`src/hw/rtl/p1305_pkg.sv`:
```
package p1305_pkg;

   localparam int WORD_W   = 64;
   localparam int BLOCK_W  = 2 * WORD_W;
   localparam int BYTES_W  = 5;
   localparam int NUM_BYTES = BLOCK_W / 8;
   localparam int MSG_W    = BLOCK_W + 1;
   localparam int H_W      = 130;
   localparam int ACC_W    = H_W + 3;
   localparam int OPND_W   = H_W + 1;
   localparam int R_BITS   = 124;
   localparam int CNT_W    = $clog2(R_BITS + 1);
   localparam int CSR_IDX_W = 2;

   localparam logic [BLOCK_W-1:0] R_CLAMP = 128'h0ffffffc_0ffffffc_0ffffffc_0fffffff;

   typedef enum logic [CSR_IDX_W-1:0] {
      CSR_R_LOW  = 2'd0,
      CSR_R_HIGH = 2'd1,
      CSR_S_LOW  = 2'd2,
      CSR_S_HIGH = 2'd3
   } csr_index_type;

   typedef enum logic [2:0] {
      ST_IDLE,
      ST_LOAD,
      ST_MUL,
      ST_FIN_GO,
      ST_FIN_WAIT
   } ctrl_state_type;

   typedef enum logic [1:0] {
      FIN_IDLE,
      FIN_FOLD,
      FIN_SUB,
      FIN_ADD
   } fin_step_type;

   typedef struct packed {
      logic busy;
      logic valid;
   } unit_stat_type;

   // Keep bytes below the count, put the 0x01 pad byte right after them;
   // a full block takes the 2^128 bit instead.
   function automatic logic [MSG_W-1:0] pad_block(input logic [BLOCK_W-1:0] blk,
                                                  input logic [BYTES_W-1:0] n);
      logic [MSG_W-1:0] m;
      m = '0;
      for (int i = 0; i < NUM_BYTES; i++) begin
         if (BYTES_W'(i) < n) begin
            m[8*i +: 8] = blk[8*i +: 8];
         end else if (BYTES_W'(i) == n) begin
            m[8*i +: 8] = 8'h01;
         end
      end
      if (n >= BYTES_W'(NUM_BYTES)) begin
         m[MSG_W-1] = 1'b1;
      end
      return m;
   endfunction

endpackage

```
`src/hw/rtl/p1305_mul.sv`:
```
module p1305_mul import p1305_pkg::*; (
   input  logic               clock,
   input  logic               reset,
   input  logic               start,
   input  logic [OPND_W-1:0]  opnd_a,
   input  logic [R_BITS-1:0]  opnd_r,
   output unit_stat_type      stat,
   output logic [ACC_W-1:0]   product
);

   logic [CNT_W-1:0]  cnt_ff, cnt_in;
   logic              valid_ff, valid_in;
   logic [OPND_W-1:0] a_ff, a_in;
   logic [R_BITS-1:0] r_sr_ff, r_sr_in;
   logic [ACC_W-1:0]  p_ff, p_in;
   logic [ACC_W-1:0]  p_step;
   logic              busy;

   assign busy = (cnt_ff != '0);

   // p = 2p + bit*a, with bits above 2^130 folded back as 10 each
   assign p_step = {2'b00, p_ff[H_W-1:0], 1'b0}
                 + ACC_W'({p_ff[ACC_W-1:H_W], 3'b000})
                 + ACC_W'({p_ff[ACC_W-1:H_W], 1'b0})
                 + (r_sr_ff[R_BITS-1] ? ACC_W'(a_ff) : '0);

   always_comb begin
      cnt_in   = cnt_ff;
      valid_in = valid_ff;
      a_in     = a_ff;
      r_sr_in  = r_sr_ff;
      p_in     = p_ff;
      if (start) begin
         cnt_in   = CNT_W'(R_BITS);
         valid_in = 1'b0;
         a_in     = opnd_a;
         r_sr_in  = opnd_r;
         p_in     = '0;
      end else if (busy) begin
         cnt_in  = cnt_ff - CNT_W'(1);
         r_sr_in = {r_sr_ff[R_BITS-2:0], 1'b0};
         p_in    = p_step;
         if (cnt_ff == CNT_W'(1)) begin
            valid_in = 1'b1;
         end
      end
   end

   always_ff @(posedge clock) begin
      if (reset) begin
         cnt_ff   <= '0;
         valid_ff <= 1'b0;
      end else begin
         cnt_ff   <= cnt_in;
         valid_ff <= valid_in;
      end
   end

   always_ff @(posedge clock) begin
      a_ff    <= a_in;
      r_sr_ff <= r_sr_in;
      p_ff    <= p_in;
   end

   assign stat.busy  = busy;
   assign stat.valid = valid_ff;
   assign product    = p_ff;

endmodule

```
`config.mk`:
```
export PLATFORM = sky130hd
export DESIGN_NAME = p1305_mul
export DESIGN_NICKNAME = d
export VERILOG_FILES = /design/src/hw/rtl/p1305_pkg.sv /design/src/hw/rtl/p1305_mul.sv
export SDC_FILE = /design/constraint.sdc
export NUM_CORES = 1
export LEC_CHECK = 0
export BUFFER_PORTS_ARGS = -buffer_cell sky130_fd_sc_hd__buf_2
export CAP_MARGIN = 15
export CORE_UTILIZATION = 30
export DETAILED_ROUTE_END_ITERATION = 7
export GPL_TIMING_DRIVEN = 0
export PLACE_DENSITY = 0.52
export SLEW_MARGIN = 20
export SYNTH_ARGS = -nofsm -noshare
export SYNTH_HDL_FRONTEND = slang
export SYNTH_SLANG_ARGS = --single-unit
```
`constraint.sdc`:
```
create_clock -name clock -period 5.29 [get_ports clock]
set_clock_uncertainty 0.1 [all_clocks]
set_input_delay 1.058 -clock clock [delete_from_list [all_inputs] [get_ports clock]]
set_output_delay 1.058 -clock clock [all_outputs]
set_load 0.03 [all_outputs]
```
# ---- Word level (Yosys, flattened, before mapping)
# Cells that the tools add are included.
# W data, S select, Z words.
dict set report totals {
  register_bits 396
  output_inout_bits 135
  wordCells 20
}
dict set report op_classes {
  addsub 4
  eq_ne 1
  mux 5
  reduce_logical 4
}
# operator n
set op_table {}
lappend op_table {{$mux W124} 2}
lappend op_table {{$add A132 B4 Y133} 1}
lappend op_table {{$add A133 B131 Y133} 1}
lappend op_table {{$add A131 B6 Y132} 1}
lappend op_table {{$mux W131} 1}
lappend op_table {{$mux W7} 2}
lappend op_table {{$eq A7 B1 Y1 const B} 1}
lappend op_table {{$reduce_bool A7 Y1} 1}
lappend op_table {{$sub A7 B1 Y7 const B} 1}
lappend op_table {{$reduce_and A2 Y1} 1}
lappend op_table {{$reduce_bool A2 Y1} 1}
lappend op_table {{$reduce_or A2 Y1} 1}

# ---- Longest topological paths before layout
dict set report logic_depth {
  word_depth 3
  depth_mapped 21
  depth_no_buf 19
}

# ---- Worst setup path after synthesis
# OpenSTA, ideal clock, no wires.
dict set report synth_path {
  path_kind {register to register}
  startpoint {reg p_ff[130] (netlist: product[130])}
  endpoint {reg p_ff[125] (netlist: product[125])}
  setup_ns 0.079
  arrival_ns 4.779
  required_ns 5.111
  path_slack_ns 0.331
  stages_incl_launch_ff 20
  n_path_buf 1
  path_cell_list {dfxtp_1 inv_1 fa_1 fa_1 inv_1 ha_1 inv_1 fa_1 and2b_1 o2111ai_2 a211o_1 a31o_4 a211oi_1 and3b_1 buf_6 o2111a_2 o41ai_4 a21oi_2 xor2_1 a211oi_2}
}
dict set report synth_via {
  elab_chain_len 3
}
# element line
set synth_lines {}
lappend synth_lines {{from (decl)} p1305_mul.sv:15} ;# logic [ACC_W-1:0] p_ff, p_in;
lappend synth_lines {{from (signal assigned)} p1305_mul.sv:62} ;# p_ff <= p_in;
lappend synth_lines {{$add A131 B6 Y132} p1305_mul.sv:23} ;# + ACC_W'({p_ff[ACC_W-1:H_W], 3'b000})
lappend synth_lines {{$add A132 B4 Y133 *} p1305_mul.sv:24} ;# + ACC_W'({p_ff[ACC_W-1:H_W], 1'b0})
lappend synth_lines {{$add A133 B131 Y133 *} p1305_mul.sv:25} ;# + (r_sr_ff[R_BITS-1] ? ACC_W'(a_ff) : '0);
# Every way passes the cells marked *; elsewhere a longest branch is shown, timed or not.
# A chain may end at the register's enable or synchronous reset.

# ---- Worst setup path in the final report
dict set report layout_path {
  startpoint {reg r_sr_ff[123]}
  endpoint {reg p_ff[129] (netlist: product[129])}
}
dict set report layout_via {
  elab_chain_len 2
}
# element line
set layout_lines {}
lappend layout_lines {{from (decl)} p1305_mul.sv:14} ;# logic [R_BITS-1:0] r_sr_ff, r_sr_in;
lappend layout_lines {{from (signal assigned)} p1305_mul.sv:61} ;# r_sr_ff <= r_sr_in;
lappend layout_lines {{$mux W131} p1305_mul.sv:25}
lappend layout_lines {{$add A133 B131 Y133} p1305_mul.sv:25}
# Every way passes these cells.

==> metrics.md <==
| Metric | Value |
|---|---|
| Outcome | `finished, final reports clean` |
| Synth Warn # | `0` |
| Share of the synthesized area in the top cell type | `between 20% and 30%` |
| Vias in the first global route | `around 23000` |
| Routed WL | `92700 um` |
| DRT iter0 DRCs | `1395` |
| Die width | `just over 300 um` |
| Vias per inst | `just over 5` |
| WHS Endpoint | `product[3]` |
| Most frequent cells after synthesis | `384 x ha_1, 316 x nand2_1, 255 x edfxtp_1` |
| Port bufs | `391` |
| Core ar. | `~90000 um2` |
| Synth cell types | `94` |
| Critical path's largest stage delay | `between 0.4 and 0.5 ns` |
| Worst reg2reg path startpoint | `r_sr_ff[123]` |
| R2R depth | `21` |
| Least-Margin Pin Slew | `roughly 1.1 ns` |
| CP Data Arrival Time | `around 5.7 ns` |
| Tcrit/Tclk final | `between 90 and 100%` |
| VDD IR-drop max | `approximately 0.27 mV` |
| CTS tree | `yes` |
| Worst path required time | `between 5 and 6 ns` |
| Starting Density | `approximately 30%` |
| Largest net degree at the start of global routing | `92` |
| Hold depth | `2` |
| DRC | `0` |
| Relative slew slack | `between 20% and 30%` |
| IO Pins | `between 300 and 400` |
| R2r setup slk | `between 0.01 and 0.015 ns` |
| Cells after synthesis | `2761` |
| CTS Buf Count | `50` |
| Final Wtd Congestion | `about 0.90` |
| Synth Register Bits | `just under 400` |
| Max-cap violations | `0` |
| F_max | `approximately 190 MHz` |
| Area Growth Syn to Fin | `21.2%` |
| Unrepaired setup endpoints after global routing | `yes` |
| DRT Pass-1 Iters | `5` |
| Die area | `slightly above 90000 um2` |
| Overall Global Routing Usage | `just under 20%` |
| Worst skew pair latency | `approximately 0.66 ns` |
| Reg2reg end | `product[129]` |
| Path type of the worst min-delay path | `register to register` |
| Average wire per standard cell | `around 21 um` |
| First-pass GRT wire length | `~140000 um` |
| Leading area contributor after synthesis | `edfxtp_1` |
| Syn Area/Cell | `between 9 and 10 um2` |
| Util after Layout | `a little under two fifths` |
| Synth top area cells | `edfxtp_1 28%, ha_1 18%, dfxtp_1 10%, mux2_2 5.1%, a21oi_1 4.5%` |
| Setup ws final | `between 0.01 and 0.015 ns` |
| CP most frequent cell | `inv_2` |
| CTS max path bufs | `3` |
| Grt total ovfl | `0` |
| Asr flop ratio synth | `0%` |
| Critical path type | `register to register` |
| Sequential fraction of the synthesis area | `approximately 38%` |
| Power Dens Cells | `440 nW/um2` |
| Syn nets | `approximately 3400` |
| Type of origin of the critical path | `register` |
| Slew Viols, Final | `0` |
| CP max FO | `4` |
| Post-placement setup slack | `-1.09 ns` |
| Vias | `22369` |
| Hold Path Origin | `product[3]` |
| Post-DP HPWL | `72900 um` |
| CP bufs+invs | `5` |
| Die Y | `304 um` |
| Mapped Area | `around 27000 um2` |
| Max H-tree Level | `2` |
| Share of cells above drive strength 1 | `a little under a quarter` |
| Final setup vio count | `0` |
| Leak Pwr | `between 15 and 20 nW` |
| Routed Antenna Nets | `0` |
| EDFF count, synth | `about 260` |
| Initial antenna violation count | `10` |
| CP Capture Type | `register` |
| Critical Path, Cell by Cell | `clkbuf_8 > and2_4 > fa_2 > inv_2 > fa_1 > inv_2 > ha_4 > inv_2 > fa_2 > and2b_2 > o2111ai_4 > a211o_1 > a31o_4 > a211oi_2 > and3b_1 > buf_6 > o2111a_2 > o41ai_4 > a41oi_2 > xor2_1 > o21ai_1` |
| Slowest CP cell | `edfxtp_1` |
| Post-layout net count | `just under 4000` |
| Top delay family on crit path | `compound AO/OA/AOI/OAI gates` |
| Worst-path clk slew | `~0.06 ns` |
| CTS root buf | `clkbuf_16` |
| Fin crit period | `about 5.3 ns` |
| Most common cell in the netlist | `ha_1` |
| Most used DFF post-synth | `edfxtp_1` |
| Sink Count | `between 300 and 400` |
| Rows | `110` |
| Hold violation count in the final report | `0` |
cells by family after synthesis:
family	after synthesis	share of synthesized area, %
fa+ha+maj	392	18.2
flops	396	38.4
compound gates	699	16.4
simple gates	810	14.4
mux	125	5.15
xor+xnor	114	3.66
buf+inv	225	3.81
power breakdown:
part           total (mW)  switching, mW  leakage [nW]  internal, mW
Sequential           4.37          0.445          3.76          3.93
Combinational        6.53           4.22          10.5          2.31
Clock                3.67           1.48         0.834          2.19
Total                14.6           6.15          15.1          8.42
how the worst max path moves through the flow:
stage / start / end / slack, ns / cells past startpoint
after floorplan: product[130] / product[125] / 0.33 / 19
after CTS: r_sr_ff[123] / product[129] / -0.05 / 22
final: r_sr_ff[123] / product[129] / 0.01 / 21
after detailed placement: r_sr_ff[123] / product[111] / -1.09 / 20
after global routing: r_sr_ff[123] / product[129] / -0.13 / 21
after global placement: start / r_sr_ff[93] / -4.04 / 4
area by class of cell:
type                            count  area, um2
Inverter                           66        255
Multi-Input combinational cell   2140      16200
Clock inverter                     24        388
Clock buffer                       70       1350
Sequential cell                   396      10500
Timing Repair Buffer              413       2170
Buffer                            135        733
Fill cell                        9288      56900
Antenna cell                        2       5.00
Tap cell                         1176       1470
layer usage:
layer	up-vias	wire, um	global-route usage [%]
li1	11019	-	-
met1	10619	43200	26.6
met2	575	40700	30.7
met3	136	6340	4.92
met4	20	2350	5.94
met5	-	137	0
layout by cell type, fill, tap and decap left out, types with 122 or more instances in the layout:
master / netlist / final
o21ai_0: 127 / 122
and2_1: 136 / 134
a21oi_1: 246 / 240
nand2_1: 316 / 315
mux2_2: 124 / 124
ha_1: 384 / 378
nor2_1: 145 / 141
edfxtp_1: 255 / 255
dfxtp_1: 141 / 141
buf_2: 13 / 404
worst reg2reg max path, delay by kind of cell, from the launching register on:
family                     cells  cell delay [ns]
AOI/OAI and AO/OA              8             2.05
adders and majority gates      4             1.23
and+or+nand+nor                3             0.59
buffers and inverters          5             0.51
DFF                            1             0.47
xor gates and xnor gates       1             0.20
flip-flops by register name, indices dropped and copies added (netlist names):
signal and cells:
a_ff 131, cnt_ff 7, product 133, r_sr_ff 124, valid_ff 1
metrics by stage:
step | cell area (um2) | instances | TNS (ns) | total power, mW | hold WS [ns]
detailed placement | 30800 | 4330 | -43.91 | 10.8 | 0.361
CTS | 32900 | 4434 | -0.0955 | 14.7 | 0.369
global route | 33100 | 4420 | -0.748 | 15.6 | 0.388
global placement | 30700 | 4328 | -774.42 | 10.8 | 0.354
finish | 33100 | 4422 | 0 | 14.6 | 0.369
floorplan | 27300 | 2761 | 0 | 8.83 | 0.357
repair_timing:
action / CTS / global route
hold buffers: 0 / 0
setup endpoints to repair: 87 / 56
buffers inserted: 12 / 9
pin swaps: 18 / 18
resized for setup: 65 / 49
(Power assumes the default switching activity.)
